## config.mk

```make
export PLATFORM = sky130hd
export DESIGN_NAME = iws_ram
export DESIGN_NICKNAME = d
export VERILOG_FILES = /design/src/rtl/iws_ram.sv
export SDC_FILE = /design/constraint.sdc
export NUM_CORES = 1
export LEC_CHECK = 0
export BUFFER_PORTS_ARGS = -buffer_cell sky130_fd_sc_hd__buf_4
export CORE_UTILIZATION = 28
export DETAILED_ROUTE_END_ITERATION = 10
export PLACE_DENSITY = 0.4
export RECOVER_POWER = 50
export SLEW_MARGIN = 20
export SYNTH_ARGS = -nofsm -noshare
export SYNTH_HDL_FRONTEND = slang
export SYNTH_SLANG_ARGS = --single-unit
```

## constraint.sdc

```tcl
create_clock -name clk -period 2 [get_ports clk]
set_clock_uncertainty 0.05 [all_clocks]
set_input_delay 0.2 -clock clk [delete_from_list [all_inputs] [get_ports clk]]
set_output_delay 0.2 -clock clk [all_outputs]
set_load 0.005 [all_outputs]
```

## src/rtl/iws_ram.sv

```systemverilog
// Generic single-write, single-read RAM with registered read data
`default_nettype none
module iws_ram #(
  parameter int Width = 16,
  parameter int Depth = 32
) (
  input  wire logic                     clk,
  input  wire logic                     we,
  input  wire logic [$clog2(Depth)-1:0] waddr,
  input  wire logic [Width-1:0]         wdata,
  input  wire logic [$clog2(Depth)-1:0] raddr,
  output logic [Width-1:0]              rdata
);
  logic [Width-1:0] mem [Depth];

  always_ff @(posedge clk) begin
    if (we) begin
      mem[waddr] <= wdata;
    end
    rdata <= mem[raddr];
  end
endmodule
`default_nettype wire

```

==> Word level (Yosys, flattened, before mapping) <==
Memories as Yosys holds them, arrays and structs flattened. A register that Yosys moved wholly into a read port is not among the register bits.
Index checks and enable logic that the tools add are counted.
{ "totals": {"ff_bits": 0, "ram_bits": 512, "input_bits": 28, "output_inout_bits": 16, "elab_cells": 3, "memories": 1} }
{ "classes": {"mux": 2} }
{ "mem_list": {"columns": ["name", "depth", "word_bits", "read_ports", "rd_clocked_by_memory_dff", "wr", "line", "rtl"], "rows": [
  ["mem", 32, 16, 1, 1, 1, "14", "logic [Width-1:0] mem [Depth];"]
]} }
{ "ops": {"columns": ["operator", "n"], "rows": [
  ["$mux 1", 2]
]} }

==> Longest topological paths before layout <==
{ "logic_depth": {"depth_word": 2, "ltp_mapped": 8, "ltp_nobuf": 5} }

==> Worst setup path after synthesis <==
OpenSTA, ideal clock, no wires.
{ "synth_path": {"path_kind": "in2reg", "startpoint": "in waddr[1]", "endpoint": "mem mem[12][0], enable pin", "setup_ps": 388, "arrival_ps": 1552, "t_required_ps": 1562, "slack_ps": 10, "path_stages": 3, "n_path_buf": 1, "path_cell_list": "or3b_2 > clkbuf_1 > nor2_1"} }
{ "synth_lines": {"columns": ["element", "line", "rtl"], "rows": [
  ["from (decl)", "9", "input wire logic [$clog2(Depth)-1:0] waddr,"],
  ["to (decl)", "14", null]
]} }
No word-level cell before the write port.

==> flow_metrics.env <==
export IMPL_rsz0062_at_grt="no"
export IMPL_vias=10662
export IMPL_yosysMostFrequentCell="edfxtp_1"
export IMPL_die_area_um2=74430
export IMPL_p_leak_nw=8.654
export IMPL_synthToLayoutAreaGrowth_pct=21.13
export IMPL_core_area_um2=71980
export IMPL_drv_cap=2
export IMPL_rows=98
export IMPL_met1_usage=0.2163
export IMPL_cts_resized=0
export IMPL_yosysUniqueCellTypes=26
export IMPL_numClockSinks=528
export IMPL_first_pass_iters=5
export IMPL_maxSlewViolCount=66
export IMPL_min_path_cells=6
export IMPL_via_per_inst=4.636
export IMPL_vdd_ir_drop_max_mv=0.6506
export IMPL_clk_path_buf_depth=3
export IMPL_r2r_cells=6
export IMPL_synthFlopType="edfxtp_1"
export IMPL_grt_pass1_wl_um=80610
export IMPL_fmaxAchievable_ghz=0.5463
export IMPL_grt_pass1_vias=11019
export IMPL_timing_rr_end="rdata[0]"
export IMPL_wirelength_um=55940
export IMPL_worstSetupStartpointType="input port"
export IMPL_num_io_pins=44
export IMPL_drtIter0Drc=688
export IMPL_grt_use_met2=0.2419
export IMPL_comb_power_share=0.059
export IMPL_clkPwrFrac=0.437
export IMPL_synthCells=1143
export IMPL_crit_fanout=16
export IMPL_design_area_um2=24880
export IMPL_crit_top_cell="buf_4"
export IMPL_die_y_um=272.8
export IMPL_grt_util_met3=0.02399
export IMPL_worstSetupPathType="input port to flop"
export IMPL_seq_power_share=0.504
export IMPL_whs_endpoint="rdata[8]"
export IMPL_globalplace_congestion=0.7524
export IMPL_p_int_mw=19.29
export IMPL_place_area_um2=22840
export IMPL_dieWidth_um=272.8
export IMPL_layoutNonFillerInstCount=2300
export IMPL_synth_avg_cell_area_um2=17.97
export IMPL_cp_arrival_ps=2340
export IMPL_required_ps=2510
export IMPL_syn_area_um2=20540
export IMPL_crit_path_top_delay_cell="nor3_1"
export IMPL_tightest_slew_ps=1881
export IMPL_synth_edf_count=512
export IMPL_worstPathCellList="dlygate4sd3_1 -> buf_4 -> or2_1 -> buf_12 -> nor3_1 -> buf_4 -> a31oi_1 -> nand3_1"
export IMPL_p_per_area_nw_per_um2=986.4
export IMPL_hp_start="raddr[2]"
export IMPL_cts_made_buffers=56
export IMPL_fin_util=0.3456
export IMPL_slew_limit_headroom=-0.2540
export IMPL_violations="capacitance limit, slew limit"
export IMPL_yosysWarnings=0
export IMPL_hold_viol_final=0
export IMPL_cp_end_kind="flop"
export IMPL_start_util=0.2853
export IMPL_busiest_layer="met2"
export IMPL_setup_viol=0
export IMPL_seq_area_frac_synth=0.7643
export IMPL_drive_gt1_frac=0.1957
export IMPL_cts_max_level=2
export IMPL_ys_seq_elements=528
export IMPL_clkSlewWorstSetupHoldPaths_ps=60
export IMPL_holdCritPathClass="input port to flop"
export IMPL_portBuffers=43
export IMPL_grt_start_max_net_pins=36
export IMPL_synth_top_area_frac=0.7487
export IMPL_ys_top_cells_by_area="edfxtp_1 (75%), mux2i_1 (12%), a22oi_1 (2.3%)"
export IMPL_layout_min_cycle_time_ps=1830
export IMPL_p_switching_mw=5.247
export IMPL_rr_startpoint="mem[0][0]"
export IMPL_antenna_left=0
export IMPL_antenna_found_initial=3
export IMPL_synthesis_nets=1171
export IMPL_postCtsSetupRepairBufs=0
export IMPL_cts_tree="yes"
export IMPL_clkLatencyLatePin_ps=610
export IMPL_swShare=0.2138
export IMPL_cts_root_buf="clkbuf_16"
export IMPL_placed_cells_incl_taps=2178
export IMPL_finalCritPeriodShare=0.9152
export IMPL_nets=1331
export IMPL_reg2reg_slack_ps=390
export IMPL_async_flop_share=0
export IMPL_yosysTopAreaCell="edfxtp_1"
export IMPL_max_stage_delay_ps=580
export IMPL_synth_common_cells="edfxtp_1 (512), mux2i_1 (256), a22oi_1 (64), nand3_1 (34)"
export IMPL_wl_per_cell_um=24.32
export IMPL_ctsHoldBuffers=17
export IMPL_globalRouteOverflowTotal=0
export IMPL_hpwlAfterDp_um=35050
export IMPL_grt_usage=0.1518
export IMPL_drc=0
export IMPL_outcome="finished, violations left"
-- cell families after synthesis --
group                  synth area share
AOI/OAI and AO/OA               0.04972
buffers and inverters           0.02632
DFF                              0.7643
muxes                            0.1248
and+or+nand+nor                 0.03491
-- per-layer routing --
metal  up-vias  routed length [um]
li1       4894                   -
met3        73                2218
met2       179               25840
met4         0                 948
met1      5516               26930
met5         -                   0
-- registers in the layout (all words and copies together) (netlist names) --
signal  cells
mem       512
rdata      16
-- placed cells by master (no fill, tap or decap), drive strengths merged --
master,n
a21oi,32
a22o,32
a22oi,64
a31oi,16
and2,1
buf,130
bufinv,7
clkbuf,96
clkinv,17
clkinvlp,5
dfxtp,16
diode,1
dlygate4sd3,17
edfxtp,512
inv,1
mux2i,256
nand2,33
nand2b,2
nand3,34
nand3b,5
nand4,16
nor2,34
nor2b,2
nor3,16
or2,1
or3,1
or3b,3
-- critical path: cells and delay by family --
family | cells | cell delay [ps]
buf+inv | 4 | 1160
simple gates | 3 | 920
compound gates | 1 | 40
-- power groups by stage --
stage               clock network (mW)  logic (mW)  registers [mW]
CTS                               11.0        1.50            12.4
global route                      11.4        1.56            12.4
floorplan                            0       0.691            12.6
detailed placement                   0        1.47            12.6
global placement                     0        1.46            12.6
finish                            10.7        1.44            12.4
-- cell type report --
cell class | instances | area, um2
Clock buffer | 74 | 1579
Sequential cell | 528 | 15700
Timing Repair Buffer | 169 | 1693
Fill cell | 6830 | 47100
Antenna cell | 1 | 2.502
Clock inverter | 30 | 344.1
Tap cell | 950 | 1189
Multi-Input combinational cell | 548 | 4373
-- worst max-delay path by stage --
stage | startpoint | end | slack (ps) | cells after the start
finish | raddr[4] | rdata[0] | 170 | 8
global route | raddr[3] | rdata[0] | 190 | 8
CTS | raddr[3] | rdata[11] | 250 | 8
detailed placement | raddr[0] | rdata[0] | -70 | 9
global placement | raddr[0] | rdata[0] | -60 | 9
floorplan | waddr[1] | mem[12][0] | 10 | 3
-- metrics by stage --
stage / TNS, ps / power [mW] / setup slack [ps] / hold WS, ps
final: 0 / 24.54 / 169.5 / 132.5
after global routing: 0 / 25.37 / 191.6 / 161.0
after CTS: 0 / 24.89 / 251.3 / 0.5760
after detailed placement: -70.33 / 14.07 / -70.33 / 533.7
after global placement: -57.27 / 14.06 / -57.27 / 534.7
after floorplan: 0 / 13.27 / 9.984 / 248.9
(Power assumes the default switching activity.)
