[config.mk]
export PLATFORM = sky130hd
export DESIGN_NAME = iws_front
export DESIGN_NICKNAME = d
export VERILOG_FILES = /design/src/rtl/iws_pkg.sv /design/src/rtl/iws_front.sv
export SDC_FILE = /design/constraint.sdc
export NUM_CORES = 1
export LEC_CHECK = 0
export BUFFER_PORTS_ARGS = -buffer_cell sky130_fd_sc_hd__buf_2
export CAP_MARGIN = 30
export CORE_AREA = 2 2 61 63
export DETAILED_ROUTE_END_ITERATION = 6
export DIE_AREA = 0 0 63 65
export GPL_ROUTABILITY_DRIVEN = 0
export PLACE_DENSITY = 0.85
export SETUP_SLACK_MARGIN = 0.2
export SYNTH_ARGS = -nofsm -noshare
export SYNTH_HDL_FRONTEND = slang
export SYNTH_SLANG_ARGS = --single-unit
export TNS_END_PERCENT = 10
[constraint.sdc]
create_clock -name vclk -period 2.6
set_clock_uncertainty 0.15 [all_clocks]
set_input_delay 0.39 -clock vclk [all_inputs]
set_output_delay 0.39 -clock vclk [all_outputs]
set_load 0.05 [all_outputs]
[src/rtl/iws_pkg.sv]
// Package: shared types and constants for the 1-D inverse wavelet synthesis core
`default_nettype none
package iws_pkg;

  localparam int MaxBand = 1024;
  localparam int MaxTaps = 32;
  localparam int SampleBits = 16;
  localparam int TapFraction = 14;
  localparam int BandAw = $clog2(MaxBand);
  localparam int TapAw = $clog2(MaxTaps);
  localparam int AccBits = SampleBits + 16 + 8;

  localparam logic [1:0] CMD_TAP = 2'd0;
  localparam logic [1:0] CMD_COEFF = 2'd1;
  localparam logic [1:0] CMD_COMPUTE = 2'd2;

  localparam logic [2:0] REG_FLEN = 3'd0;
  localparam logic [2:0] REG_BLEN = 3'd1;
  localparam logic [2:0] REG_OLEN = 3'd2;
  localparam logic [2:0] REG_TRIM = 3'd3;
  localparam logic [2:0] REG_WRAP = 3'd4;

  typedef struct packed {
    logic [1:0] cmd;
    logic [4:0] tap_index;
    logic signed [15:0] low_tap;
    logic signed [15:0] high_tap;
    logic [9:0] coeff_index;
    logic signed [15:0] low_coeff;
    logic signed [15:0] high_coeff;
    logic [10:0] out_index;
  } in_item_t;

  typedef struct packed {
    logic signed [15:0] sample;
    logic [10:0] position;
    logic range_error;
  } out_item_t;

  // One classified job handed from front to back
  typedef struct packed {
    logic [10:0] position;
    logic range_error;
    logic phase;
    logic signed [12:0] first;
    logic [4:0] count;
  } job_t;

endpackage
`default_nettype wire

[src/rtl/iws_front.sv]
// Front end: accept items, do store writes, classify queries into jobs
`default_nettype none
module iws_front (
  input  wire logic                clk,
  input  wire logic                rst,
  input  wire logic                in_valid,
  output logic                     in_ready,
  input  wire iws_pkg::in_item_t   in_data,
  input  wire logic [5:0]          filter_length,
  input  wire logic [11:0]         output_length,
  input  wire logic [6:0]          trim_offset,
  output logic                     tap_we,
  output logic                     coeff_we,
  output logic                     job_push,
  output iws_pkg::job_t            job,
  input  wire logic                job_full,
  input  wire logic                store_busy
);
  logic       take;
  logic       is_write;
  logic [11:0] s;
  logic [5:0] flen;
  logic [5:0] cnt0;

  // Hold store writes while an earlier query is queued or being computed
  assign is_write = in_data.cmd == iws_pkg::CMD_TAP || in_data.cmd == iws_pkg::CMD_COEFF;
  assign in_ready = !job_full && !(store_busy && is_write);
  assign take = in_valid && in_ready;
  assign tap_we = take && in_data.cmd == iws_pkg::CMD_TAP;
  assign coeff_we = take && in_data.cmd == iws_pkg::CMD_COEFF;
  assign job_push = take && in_data.cmd == iws_pkg::CMD_COMPUTE;

  // Classify a query: phase, first index and tap count
  always_comb begin
    s = {1'b0, in_data.out_index} + {5'd0, trim_offset};
    flen = (filter_length > 6'(iws_pkg::MaxTaps)) ? 6'(iws_pkg::MaxTaps) : filter_length;
    cnt0 = s[0] ? {1'b0, flen[5:1]} : 6'((7'(flen) + 7'd1) >> 1);
    job.position = in_data.out_index;
    job.range_error = {1'b0, in_data.out_index} >= output_length;
    job.phase = s[0];
    job.first = {2'b00, s[11:1]};
    job.count = cnt0[4:0];
  end

  logic unused;
  assign unused = ^{clk, rst, cnt0[5]};
endmodule
`default_nettype wire

* Word-level counts from Yosys, hierarchy flattened
Cells that the tools add are included.
** Word-level totals
- Flip-flop bits (word level) :: 0
- Bits of input ports :: 122
- Output and inout port bits :: 35
- Word-level logic and storage cells :: 18
** Operators by class
- Add/sub/neg operators :: 2
- $lt $le $gt $ge :: 2
- Equal/unequal tests :: 2
- Muxes and demuxes :: 2
- Reductions and logical operators :: 10
** Operators with widths (number)
- 11-bit by 7-bit adder with 12-bit output :: 1
- 11-bit by 12-bit greater-or-equal comparator with 1-bit output :: 1
- 6-bit by 1-bit adder with 6-bit output, second input constant :: 1
- 6-bit greater-than comparator, second input constant :: 1
- 1-bit logical AND :: 6
- 6-bit two-way mux :: 1
- 5-bit two-way mux :: 1
- 2-bit by 1-bit == test with 1-bit output, second input constant :: 1
- 2-bit == test, second input constant :: 1
- 1-bit zero test :: 2
- 2-bit zero test :: 1
- 1-bit logical OR :: 1

* Logic depth before layout (Yosys ltp)
- Depth after elaboration :: 7
- Gate-level depth with buffers :: 6
- Depth with buffers taken out :: 6

* Worst setup path after synthesis
OpenSTA, ideal clock, no wires.
- Path type :: input to output
- Start point :: in in_data[91] in the netlist's numbering
- End point :: out tap_we
- Data arrival time :: 2207 ps
- Required time :: 2060 ps
- Setup slack :: -147 ps
- Stages on the path :: 4
- Path buffers :: 0
- Cells stage by stage :: inv_1 -> a21oi_1 -> and3_1 -> nor2b_1
** Between the ends
- Word-level cells in the longest chain between the ends :: 7
** Ends and longest elaborated chain
- start, declared :: line iws_front.sv:8 : input wire iws_pkg::in_item_t in_data,
- 2-bit by 1-bit == test with 1-bit output or 2-bit zero test (tied branches) :: line iws_front.sv:26 : assign is_write = in_data.cmd == iws_pkg::CMD_TAP || in_data.cmd == iws_pkg::CMD_COEFF;
- 1-bit logical OR * :: line iws_front.sv:26
- 1-bit logical AND * :: line iws_front.sv:27 : assign in_ready = !job_full && !(store_busy && is_write);
- 1-bit zero test * :: line iws_front.sv:27
- 1-bit logical AND * :: line iws_front.sv:27
- net in_ready :: line iws_front.sv:7 : output logic in_ready,
- 1-bit logical AND * :: line iws_front.sv:28 : assign take = in_valid && in_ready;
- 1-bit logical AND * :: line iws_front.sv:29 : assign tap_we = take && in_data.cmd == iws_pkg::CMD_TAP;
- end, declared :: line iws_front.sv:12 : output logic tap_we,
Mark *: on every way through the listed nets, which the timed path passes. The rest lies on a longest branch.

==> impl_metrics.yaml <==
outcome:
  status: "finished, final reports clean"
synthesis:
  synth-simple-area-share_pct: 20.0
  ys_top_cells_by_area: "ha_1, buf_4, inv_1, xnor2_1, a21oi_1"
  synthTopCellsByCount: "ha_1, inv_1, buf_4, a21oi_1"
  syn_area_um2: 882
  synth_compound_area_share_pct: 22.1
  synth.top_cell.area_share_pct: 27.0
  synth_top_family_by_area: "adder cells"
  yosys_warnings: 0
  yosysTopAreaCell: "ha_1"
  synth_fa_ha_area_share_pct: 29.2
  synth_most_common_cell: "ha_1"
  synthDistinctLibCells: 30
  synth_xor_area_share_pct: 9.93
  synth.area.mux_share_pct: 1.28
  yosysSeqAreaShare_pct: 0
  synthCells: 117
  syn_avg_cell_area_um2: 7.54
critical_path:
  path_common_cell: "a21o_1"
  crit_path_end: "job[12]"
  crit_path_start_kind: "input port"
  critPathKind: "input port to output pin"
  crit_slowest_cell: "fa_2"
  critical_path.max_fanout: 4
  cp_slowest_stage_delay_ns: 0.33
  crit_chain: "buf_8 -> ha_4 -> fa_2 -> a21o_1 -> a221oi_4 -> a21o_1 -> o22a_1 -> buf_6"
  worstPathArrival_ns: 2.00
  crit_path_start: "in_data[0]"
  required_ns: 2.06
  cp-end-kind: "output pin"
cells_and_area:
  seqCellArea_um2: 0
  nFillCells: 371
  nets: 334
  drive_above_1_share_pct: 52.6
  seq_cell_count: 0
  final_util_pct: 41.4
  diodes: 0
  nClkBuffers: 0
  syn_to_final_growth_pct: 64.1
  fin_area_um2: 1450
place:
  dp.final_hpwl_um: 2250
  placed_area_um2: 1300
  numPortBuffers: 74
clock_network:
  hold_buffers: 0
timing:
  setup_tns_ns: 0
  slew_violations: 0
  rsz0062_at_grt: "true"
  fin_hold_ws_ns: 0.947
  period_needed_ns: 2.54
  fin_crit_sh_pct: 97.7
  setup_violations: 0
  hold_viol_final: 0
  timing.fmax_mhz: 394
pwr:
  switching_share_pct: 64.1
  p_int_mw: 0.166
  combinationalPowerShare_pct: 100.0
  ir_drop_mv: 0.116
  p_leak_nw: 0.783
  p_seq_share_pct: 0
  p_per_area_nw_per_um2: 319
  pwr-share-clk_pct: 0
  finalPower_mw: 0.462
  power_switching_mw: 0.296
min_path:
  min_path_type: "input port to output pin"
  min-delay-start: "in_data[6]"
global_route:
  antenna_found_initial: 0
  grt_start_max_net_pins: 9
  grt_pass1_wl_um: 4300
  grt_usage_pct: 12.4
  grt_pass1_vias: 1014
  grt-ovfl-total: 0
drt:
  drtIter0Drc: 16
  via_count: 1050
  routed_wl_um: 2530
  via_per_inst: 4.41
  drcViolationCount: 0
  ant_nets: 0
  wl_per_cell_um: 10.6
  first_pass_iters: 4
floorplan:
  fp-row-count: 22
  die_w_um: 63
  core_region_area_um2: 3500
  die-area_um2: 4100
  ios: 157
  fp.dieH_um: 65
  initial_core_util_pct: 25.2
job:
  drv_cap: 0
worst min-delay path by stage:
stage	end	slack, ns	cells after the start
3_3_place_gp	job[26]	0.95	2
5_1_grt	job[26]	0.95	2
3_5_place_dp	job[26]	0.95	2
2_1_floorplan	in_ready	0.72	1
6_report	job[26]	0.95	2
4_1_cts	job[26]	0.95	2
layout make-up:
class	instances	area, um^2	share of cell area [%]
Multi-Input combinational cell	91	828	57.2
Timing Repair Buffer	85	507	35.0
Tap cell	48	60.1	4.15
Inverter	14	52.6	3.63
power by group through the flow:
stage                     Combinational, mW  Clock (mW)  Sequential (mW)
after floorplan                       0.312           0                0
after global placement                0.412           0                0
after detailed placement              0.418           0                0
after CTS                             0.451           0                0
after global routing                  0.498           0                0
final                                 0.462           0                0
timing repair:
item | CTS | global route
resized for setup | 21 | 8
setup buffers | 2 | 0
setup endpoints to repair | 7 | 8
pin swaps | 11 | 17
critical path, delay by kind of cell:
family / cells / cell delay [ns]
buffers and inverters: 2 / 0.26
AO/OA/AOI/OAI: 4 / 0.86
adder cells (fa/ha/maj): 2 / 0.48
cell usage in the layout (no fill, tap or decap), types with 5 or more instances in the layout:
cell type	synthesis	final
nand2_1	6	6
nand4_1	5	5
buf_2	0	63
xnor2_1	6	5
inv_1	14	14
a21oi_1	7	5
buf_6	0	5
buf_4	13	15
nor2_1	6	6
ha_1	19	15
stage by stage:
stage | setup WS [ns] | instances
after detailed placement | -0.146 | 236
after global placement | -0.135 | 236
after floorplan | -0.00968 | 118
after CTS | -0.00105 | 238
after global routing | -0.0294 | 238
final | 0.0605 | 238
per-layer routing:
metal  GRT usage (%)  routed length [um]  share of wire, %
met1            15.4                1150                45
met2            23.4                1170                46
met3            2.08                 217               8.6
met4           0.556                   0                 0
met5               0                   0                 0
cell families (layout without fill, tap and decap cells):
kind of cell / Yosys count / in the layout
xor gates and xnor gates: 10 / 10
muxes: 1 / 1
adders and majority gates: 20 / 20
and+or+nand+nor: 32 / 32
other: 1 / 2
AOI/OAI and AO/OA: 26 / 26
buffers and inverters: 27 / 99
(Power assumes the default switching activity.)
