## config.mk

```make
export PLATFORM = sky130hd
export DESIGN_NAME = iws_back
export DESIGN_NICKNAME = d
export VERILOG_FILES = /design/src/rtl/iws_pkg.sv /design/src/rtl/iws_back.sv
export SDC_FILE = /design/constraint.sdc
export NUM_CORES = 2
export LEC_CHECK = 0
export BUFFER_PORTS_ARGS = -buffer_cell sky130_fd_sc_hd__buf_2
export CORE_MARGIN = 2
export CORE_UTILIZATION = 50
export DETAILED_ROUTE_END_ITERATION = 12
export PLACE_DENSITY_LB_ADDON = 0.05
export SLEW_MARGIN = 10
export SYNTH_ARGS = -nofsm -noshare
export SYNTH_HDL_FRONTEND = slang
export SYNTH_SLANG_ARGS = --single-unit
export TNS_END_PERCENT = 100
```

## constraint.sdc

```tcl
create_clock -name clk -period 12.9 [get_ports clk]
set_input_delay 0.645 -clock clk [delete_from_list [all_inputs] [get_ports clk]]
set_output_delay 0.645 -clock clk [all_outputs]
set_load 0.01 [all_outputs]
```

## src/rtl/iws_pkg.sv

```systemverilog
// Package: shared types and constants for the 1-D inverse wavelet synthesis core
`default_nettype none
package iws_pkg;

  localparam int MaxBand = 1024;
  localparam int MaxTaps = 32;
  localparam int SampleBits = 16;
  localparam int TapFraction = 14;
  localparam int BandAw = $clog2(MaxBand);
  localparam int TapAw = $clog2(MaxTaps);
  localparam int AccBits = SampleBits + 16 + 8;

  localparam logic [1:0] CMD_TAP = 2'd0;
  localparam logic [1:0] CMD_COEFF = 2'd1;
  localparam logic [1:0] CMD_COMPUTE = 2'd2;

  localparam logic [2:0] REG_FLEN = 3'd0;
  localparam logic [2:0] REG_BLEN = 3'd1;
  localparam logic [2:0] REG_OLEN = 3'd2;
  localparam logic [2:0] REG_TRIM = 3'd3;
  localparam logic [2:0] REG_WRAP = 3'd4;

  typedef struct packed {
    logic [1:0] cmd;
    logic [4:0] tap_index;
    logic signed [15:0] low_tap;
    logic signed [15:0] high_tap;
    logic [9:0] coeff_index;
    logic signed [15:0] low_coeff;
    logic signed [15:0] high_coeff;
    logic [10:0] out_index;
  } in_item_t;

  typedef struct packed {
    logic signed [15:0] sample;
    logic [10:0] position;
    logic range_error;
  } out_item_t;

  // One classified job handed from front to back
  typedef struct packed {
    logic [10:0] position;
    logic range_error;
    logic phase;
    logic signed [12:0] first;
    logic [4:0] count;
  } job_t;

endpackage
`default_nettype wire

```

## src/rtl/iws_back.sv

```systemverilog
// Back end: multiply-accumulate over one phase of taps, round and saturate
`default_nettype none
module iws_back (
  input  wire logic                clk,
  input  wire logic                rst,
  input  wire logic                job_valid,
  input  wire iws_pkg::job_t       job,
  output logic                     job_pop,
  output logic                     busy,
  input  wire logic [10:0]         band_length,
  input  wire logic                wrap_mode,
  output logic [4:0]               tap_raddr,
  output logic [9:0]               band_raddr,
  input  wire logic signed [15:0]  lo_tap,
  input  wire logic signed [15:0]  hi_tap,
  input  wire logic signed [15:0]  lo_coef,
  input  wire logic signed [15:0]  hi_coef,
  output logic                     out_valid,
  input  wire logic                out_ready,
  output iws_pkg::out_item_t       out_data
);
  typedef enum logic [5:0] {
    ST_IDLE = 6'b000001, ST_ISSUE = 6'b000010, ST_MUL = 6'b000100,
    ST_ACC = 6'b001000, ST_DONE = 6'b010000, ST_MOD = 6'b100000
  } state_t;

  state_t state;
  iws_pkg::job_t cur;
  logic [4:0] j;
  logic signed [12:0] k;
  logic [10:0] n;
  logic [3:0] sh;
  logic [21:0] nsh;
  logic hit, hit_d;
  logic signed [31:0] plo, phi;
  logic signed [iws_pkg::AccBits-1:0] acc;
  logic signed [iws_pkg::AccBits-1:0] rnd;
  logic signed [iws_pkg::AccBits-1:0] q;
  logic signed [15:0] sat;
  logic [5:0] tidx;

  assign n = (band_length > 11'(iws_pkg::MaxBand)) ? 11'(iws_pkg::MaxBand) : band_length;
  assign nsh = 22'(n) << sh;
  assign tidx = {j, 1'b0} + {5'd0, cur.phase};
  assign tap_raddr = tidx[4:0];
  assign band_raddr = k[9:0];
  assign job_pop = (state == ST_IDLE) && job_valid && !out_valid;
  assign busy = state != ST_IDLE;
  assign plo = lo_tap * lo_coef;
  assign phi = hi_tap * hi_coef;

  // Round half up then saturate
  always_comb begin
    rnd = acc + (iws_pkg::AccBits)'(1 << (iws_pkg::TapFraction - 1));
    q = rnd >>> iws_pkg::TapFraction;
    if (q > 32767) sat = 16'sh7fff;
    else if (q < -32768) sat = -16'sh8000;
    else sat = q[15:0];
  end

  // Step through taps, one low and one high multiply per tap
  always_ff @(posedge clk) begin
    if (rst) begin
      state <= ST_IDLE;
      out_valid <= 1'b0;
    end else begin
      if (out_valid && out_ready) out_valid <= 1'b0;
      case (state)
        ST_IDLE: begin
          if (job_pop) begin
            cur <= job;
            j <= '0;
            acc <= '0;
            k <= job.first;
            sh <= 4'd10;
            if (job.range_error || n == 0 || job.count == 0)
              state <= ST_DONE;
            else if (wrap_mode && $unsigned(job.first) >= 13'(n))
              state <= ST_MOD;
            else
              state <= ST_ISSUE;
          end
        end
        // Fold the start index into the band by shift and subtract
        ST_MOD: begin
          if ({9'd0, k} >= nsh) k <= k - 13'(nsh);
          sh <= sh - 4'd1;
          if (sh == 4'd0) state <= ST_ISSUE;
        end
        ST_ISSUE: begin
          hit <= wrap_mode ? 1'b1 : (k >= 0 && k < 13'(n));
          state <= ST_MUL;
        end
        ST_MUL: begin
          hit_d <= hit && tidx < 6'(iws_pkg::MaxTaps);
          state <= ST_ACC;
        end
        ST_ACC: begin
          if (hit_d) acc <= acc + (iws_pkg::AccBits)'(plo) + (iws_pkg::AccBits)'(phi);
          j <= j + 5'd1;
          k <= (wrap_mode && k == 0) ? 13'(n) - 13'sd1 : k - 13'sd1;
          state <= (j + 5'd1 == cur.count) ? ST_DONE : ST_ISSUE;
        end
        ST_DONE: begin
          if (!out_valid || out_ready) begin
            out_valid <= 1'b1;
            out_data.sample <= cur.range_error ? 16'sd0 :
                               (n == 0 || cur.count == 0) ? 16'sd0 : sat;
            out_data.position <= cur.position;
            out_data.range_error <= cur.range_error;
            state <= ST_IDLE;
          end
        end
        default: state <= ST_IDLE;
      endcase
    end
  end
endmodule
`default_nettype wire

```

# Word level (Yosys, flattened, before mapping)
# Cells that the tools add are included.
# word_totals
word_cells	105
out_inout_bits	46
in_bits	111
regBits	117
# op_classes
mul	2
n_reduce_logical	31
add_sub_neg	9
mux	24
n_eq_ne	13
n_lt_le_gt_ge	8
bitwise_logic	1
n_shift	1
# op_table
operator	n
$add 40x32->40	2
$mux 40	2
$pmux 40 s2	1
$mul 16x16->32	2
$add 40x15->40 const B	1
$mux 13	3
$pmux 13 s3	1
$pmux 6 s6	1
$logic_not 32->1	1
$mux 6	5
$gt 26x16->1 const B	1
$lt 26x16->1 const B	1
$ge 13x22->1	1
$shl 11x4->22	1
$mux 16	1
$mux 15	1
$reduce_and 3->1	5
$ge 13x1->1 const B	1
$ge 13x11->1	1
$lt 13x11->1	1
$sub 13x1->13 const B	1
$sub 13x13->13	1
$sub 11x1->12 const B	1
$gt 11x11->1 const B	1
other kinds (32)	52

# Longest topological paths before layout
# logic_depth
word_depth	8
depth_mapped	28
ltp_nobuf	26

# Least setup slack after synthesis
# OpenSTA, ideal clock, no wires.
# synth_timing
kind	input to register
from	input port hi_tap[15]
to	register acc[39] (netlist bit) (data pin)
t_arrival_ns	8.288
path_slack_ns	4.353
path_buffers	1
setup_ns	0.259
required_ns	12.641
cell_stages	24
cell_sequence	clkbuf_1 > nand2_1 > fa_1 > inv_1 > fa_1 > fa_1 > inv_1 > fa_1 > inv_1 > fa_1 > fa_1 > inv_1 > fa_1 > inv_1 > fa_1 > ha_1 > a21oi_1 > and2_1 > o211ai_2 > a2111o_1 > and3_1 > o31a_1 > o311a_1 > o21bai_1
# synth_via
elab_chain_len	4
# synth_rtl
item	line	rtl
from (decl)	iws_back.sv:15	input wire logic signed [15:0] hi_tap,
$mul 16x16->32	iws_back.sv:50	assign phi = hi_tap * hi_coef;
$add 40x32->40	iws_back.sv:99	if (hit_d) acc <= acc + (iws_pkg::AccBits)'(plo) + (iws_pkg::AccBits)'(phi);
$mux 40	iws_back.sv:99	
$pmux 40 s2	iws_back.sv:68	case (state)
to (signal assigned)	iws_back.sv:99	
to (decl)	iws_back.sv:36	logic signed [iws_pkg::AccBits-1:0] acc;
# Every way passes these cells. The select of a mux whose other input is x is not followed.
# A chain may end at the register's enable or synchronous reset.

# Worst setup path in the final report
# layout_timing
from	input port hi_coef[3]
to	register acc[24] (netlist bit) (data pin)
# layout_via
elab_chain_len	4
# layout_rtl
item	line	rtl
from (decl)	iws_back.sv:17	input wire logic signed [15:0] hi_coef,
$mul 16x16->32	iws_back.sv:50	
$add 40x32->40	iws_back.sv:99	
$mux 40	iws_back.sv:99	
$pmux 40 s2	iws_back.sv:68	
# Every way passes these cells. The select of a mux whose other input is x is not followed.

==> flow_metrics.env <==
export IMPL_async_reset_ff_share_pct=0
export IMPL_yosys_top_cells_area="fa_1, edfxtp_1, inv_1, ha_1, nand2_1"
export IMPL_synthTopCellsByCount="inv_1, fa_1, nand2_1, and2_1, ha_1"
export IMPL_worst_pin_slew_ns=1.185
export IMPL_slew_violations=0
export IMPL_drc=0
export IMPL_yosys_warnings=0
export IMPL_pin_count=157
export IMPL_synth_ff_type="edfxtp_1"
export IMPL_grt_max_degree=55
export IMPL_crit_top_cell="fa_1"
export IMPL_cts_max_level=4
export IMPL_status="finished clean"
export IMPL_path_delay_family="adder cells"
export IMPL_rows=90
export IMPL_port_buffers=156
export IMPL_maxCapViolations=0
export IMPL_cts_buffers=17
export IMPL_die_area_um2=62410
export IMPL_vias=20846
export IMPL_drt_iter0_drc=906
export IMPL_synth_cell_type_count=82
export IMPL_skew_ns=0.009395
export IMPL_critical_path_max_stage_delay_ns=0.91
export IMPL_synth_edff_count=110
export IMPL_grt_setup_unrepaired="false"
export IMPL_initial_core_util_pct=50.34
export IMPL_cts_tree="built"
export IMPL_ant_nets=0
export IMPL_syn2layout_area_growth_pct=6.389
export IMPL_grt_pass1_wl_mm=126.0
export IMPL_syn_area_per_cell_um2=9.763
export IMPL_cp_buffers_inverters=7
export IMPL_cts_setup_buffers=0
export IMPL_die_h_um=249.8
export IMPL_place_ws_ns=3.563
export IMPL_maxSlewHeadroom_pct=20.92
export IMPL_hold_viol=0
export IMPL_synth_top_cell_area_share_pct=46.58
export IMPL_syn_nets=4102
export IMPL_period_share_pct=69.67
export IMPL_fin_crit_ns=8.987
export IMPL_clkTransAtPathRegs_ns=0.06
export IMPL_fin_setup_tns_ns=0
export IMPL_globalplace_congestion=0.8769
export IMPL_timing_final_ws_setup_ns=3.913
export IMPL_critPathMaxFanout=19
export IMPL_holdBufCountCts=0
export IMPL_synth_cells=3095
export IMPL_synth_seq_area_share_pct=11.40
export IMPL_layout_drive_gt1_share_pct=7.358
export IMPL_arrival_ns=9.15
export IMPL_dp_hpwl_mm=65.63
export IMPL_grt_overflow=0
export IMPL_via_per_inst=5.260
export IMPL_fmax_ghz=0.1113
export IMPL_path_class="in -> reg"
export IMPL_drt_total_wl_mm=75.14
export IMPL_coreArea_um2=60020
export IMPL_ys_ff_latch=117
export IMPL_clock_latency_ns=0.43
export IMPL_nFillCells=5516
export IMPL_setup_viol=0
export IMPL_grt_pass1_vias=23255
export IMPL_synth_most_common_cell="inv_1"
export IMPL_syn_area_um2=30220
export IMPL_track_usage_pct=25.80
export IMPL_clk_path_buf_depth=2
export IMPL_die_w_um=249.8
export IMPL_drt_pass1_iterations=5
export IMPL_routedWlPerCell_um=18.96
export IMPL_critPathLaunchType="primary input"
export IMPL_post_cts_resized=0
export IMPL_yosys_area_top_type="fa_1"
export IMPL_worstSetupEndpointType="flop"
export IMPL_crit_required_ns=13.06
export IMPL_slowest_stage="fa_1"
export IMPL_cts_sinks=117
export IMPL_antenna_found_initial=2
export IMPL_clock_root_buffer="clkbuf_16"
export IMPL_fin_nets=4174
export IMPL_hold_path_class="in -> reg"
==> layout make-up <==
cell class                 count  area [um2]  area share, %
clock inverter                15       171.4         0.5332
tap                          782       978.4          3.044
antenna                        1       2.502       0.007785
timing repair buffer         165       848.3          2.639
clock buffer                  17       425.4          1.323
inverter                     750        2815          8.758
multi-input combinational   2116       23460          72.98
sequential                   117        3443          10.71
==> logic make-up (layout without fill, tap and decap cells) <==
family	Yosys count	in the layout	synth area share, %
buf+inv	862	947	11.00
other cells	0	1	0
xor+xnor	89	89	2.580
compound gates	254	254	5.586
fa+ha+maj	896	896	54.57
simple gates	848	848	13.87
flops	117	117	11.40
mux	29	29	0.9980
==> routing by layer <==
layer  global-route usage [%]  vias to the layer above  share of wire [%]
li1                         -                     9499                  -
met1                    36.48                    10775                 46
met2                    42.50                      477                 48
met3                    4.182                       91                4.9
met4                    4.871                        4                1.4
met5                        0                        -              0.031
==> worst reg2reg max path, cell delays in order (launching register included) <==
cell,delay (ns)
edfxtp_1,0.44
inv_1,0.20
fa_1,0.46
fa_1,0.56
inv_1,0.06
fa_1,0.53
inv_1,0.05
fa_1,0.48
inv_1,0.05
fa_1,0.51
fa_1,0.45
fa_1,0.55
inv_1,0.05
fa_1,0.58
inv_1,0.05
ha_1,0.37
nand2_1,0.11
nor2_1,0.33
nand2_1,0.14
o32ai_1,0.69
o21ai_0,0.30
a21boi_0,0.37
mux2i_1,0.24
nand3_1,0.09
==> placed cells by master (no fill, tap or decap), drive strengths merged, types with 4 or more instances in the layout <==
| master | n |
|---|---|
| xor2 | 35 |
| nor2 | 101 |
| o22ai | 6 |
| a211oi | 19 |
| xnor2 | 54 |
| and4b | 7 |
| and3 | 13 |
| o21a | 17 |
| mux2i | 20 |
| nand2 | 349 |
| o21ai | 58 |
| buf | 165 |
| a21boi | 8 |
| or3 | 13 |
| a21o | 23 |
| ha | 193 |
| mux2 | 9 |
| a221o | 6 |
| o21bai | 8 |
| nand3b | 4 |
| clkbuf | 17 |
| or2 | 6 |
| dfxtp | 7 |
| a41oi | 4 |
| a21oi | 60 |
| nand2b | 18 |
| nand4 | 15 |
| edfxtp | 110 |
| a311oi | 7 |
| clkinv | 6 |
| nor3b | 9 |
| nor3 | 37 |
| a31oi | 6 |
| o211ai | 5 |
| inv | 755 |
| fa | 703 |
| nand3 | 34 |
| nor2b | 18 |
| and2 | 209 |
| nor4 | 6 |
==> final timing paths <==
| kind | from | slack, ns | end | cells past startpoint |
|---|---|---|---|---|
| worst max-delay path | hi_coef[3] | 3.91 | acc[24]$_SDFFCE_PN0P_ | 25 |
| worst min-delay path | job[21] | 0.39 | cur[21]$_DFFE_PP_ | 1 |
| worst max register to register | acc[18]$_SDFFCE_PN0P_ | 4.98 | acc[24]$_SDFFCE_PN0P_ | 23 |
| worst min register to register | cur[23]$_DFFE_PP_ | 0.41 | out_data[4]$_DFFE_PP_ | 0 |
==> state kept, by name (all words and copies together), names as in the netlist <==
signal / count
j: 5
acc: 40
sh: 4
cur: 18
hit_d: 1
state: 6
hit: 1
out_valid: 1
out_data: 28
k: 13
==> per-stage QoR <==
step	area [um2]	hold WS, ns	instances	utilization [%]
6_report	32150	0.3905	3963	53.56
2_1_floorplan	30220	0.4003	3095	-
3_3_place_gp	31550	0.4017	3930	52.56
4_1_cts	32140	0.3684	3962	53.55
5_1_grt	32140	0.3689	3962	53.55
3_5_place_dp	31550	0.4045	3930	52.56
Power is not shown: default switching activity piles up to over one toggle a cycle in this logic, so the estimate is an artifact.
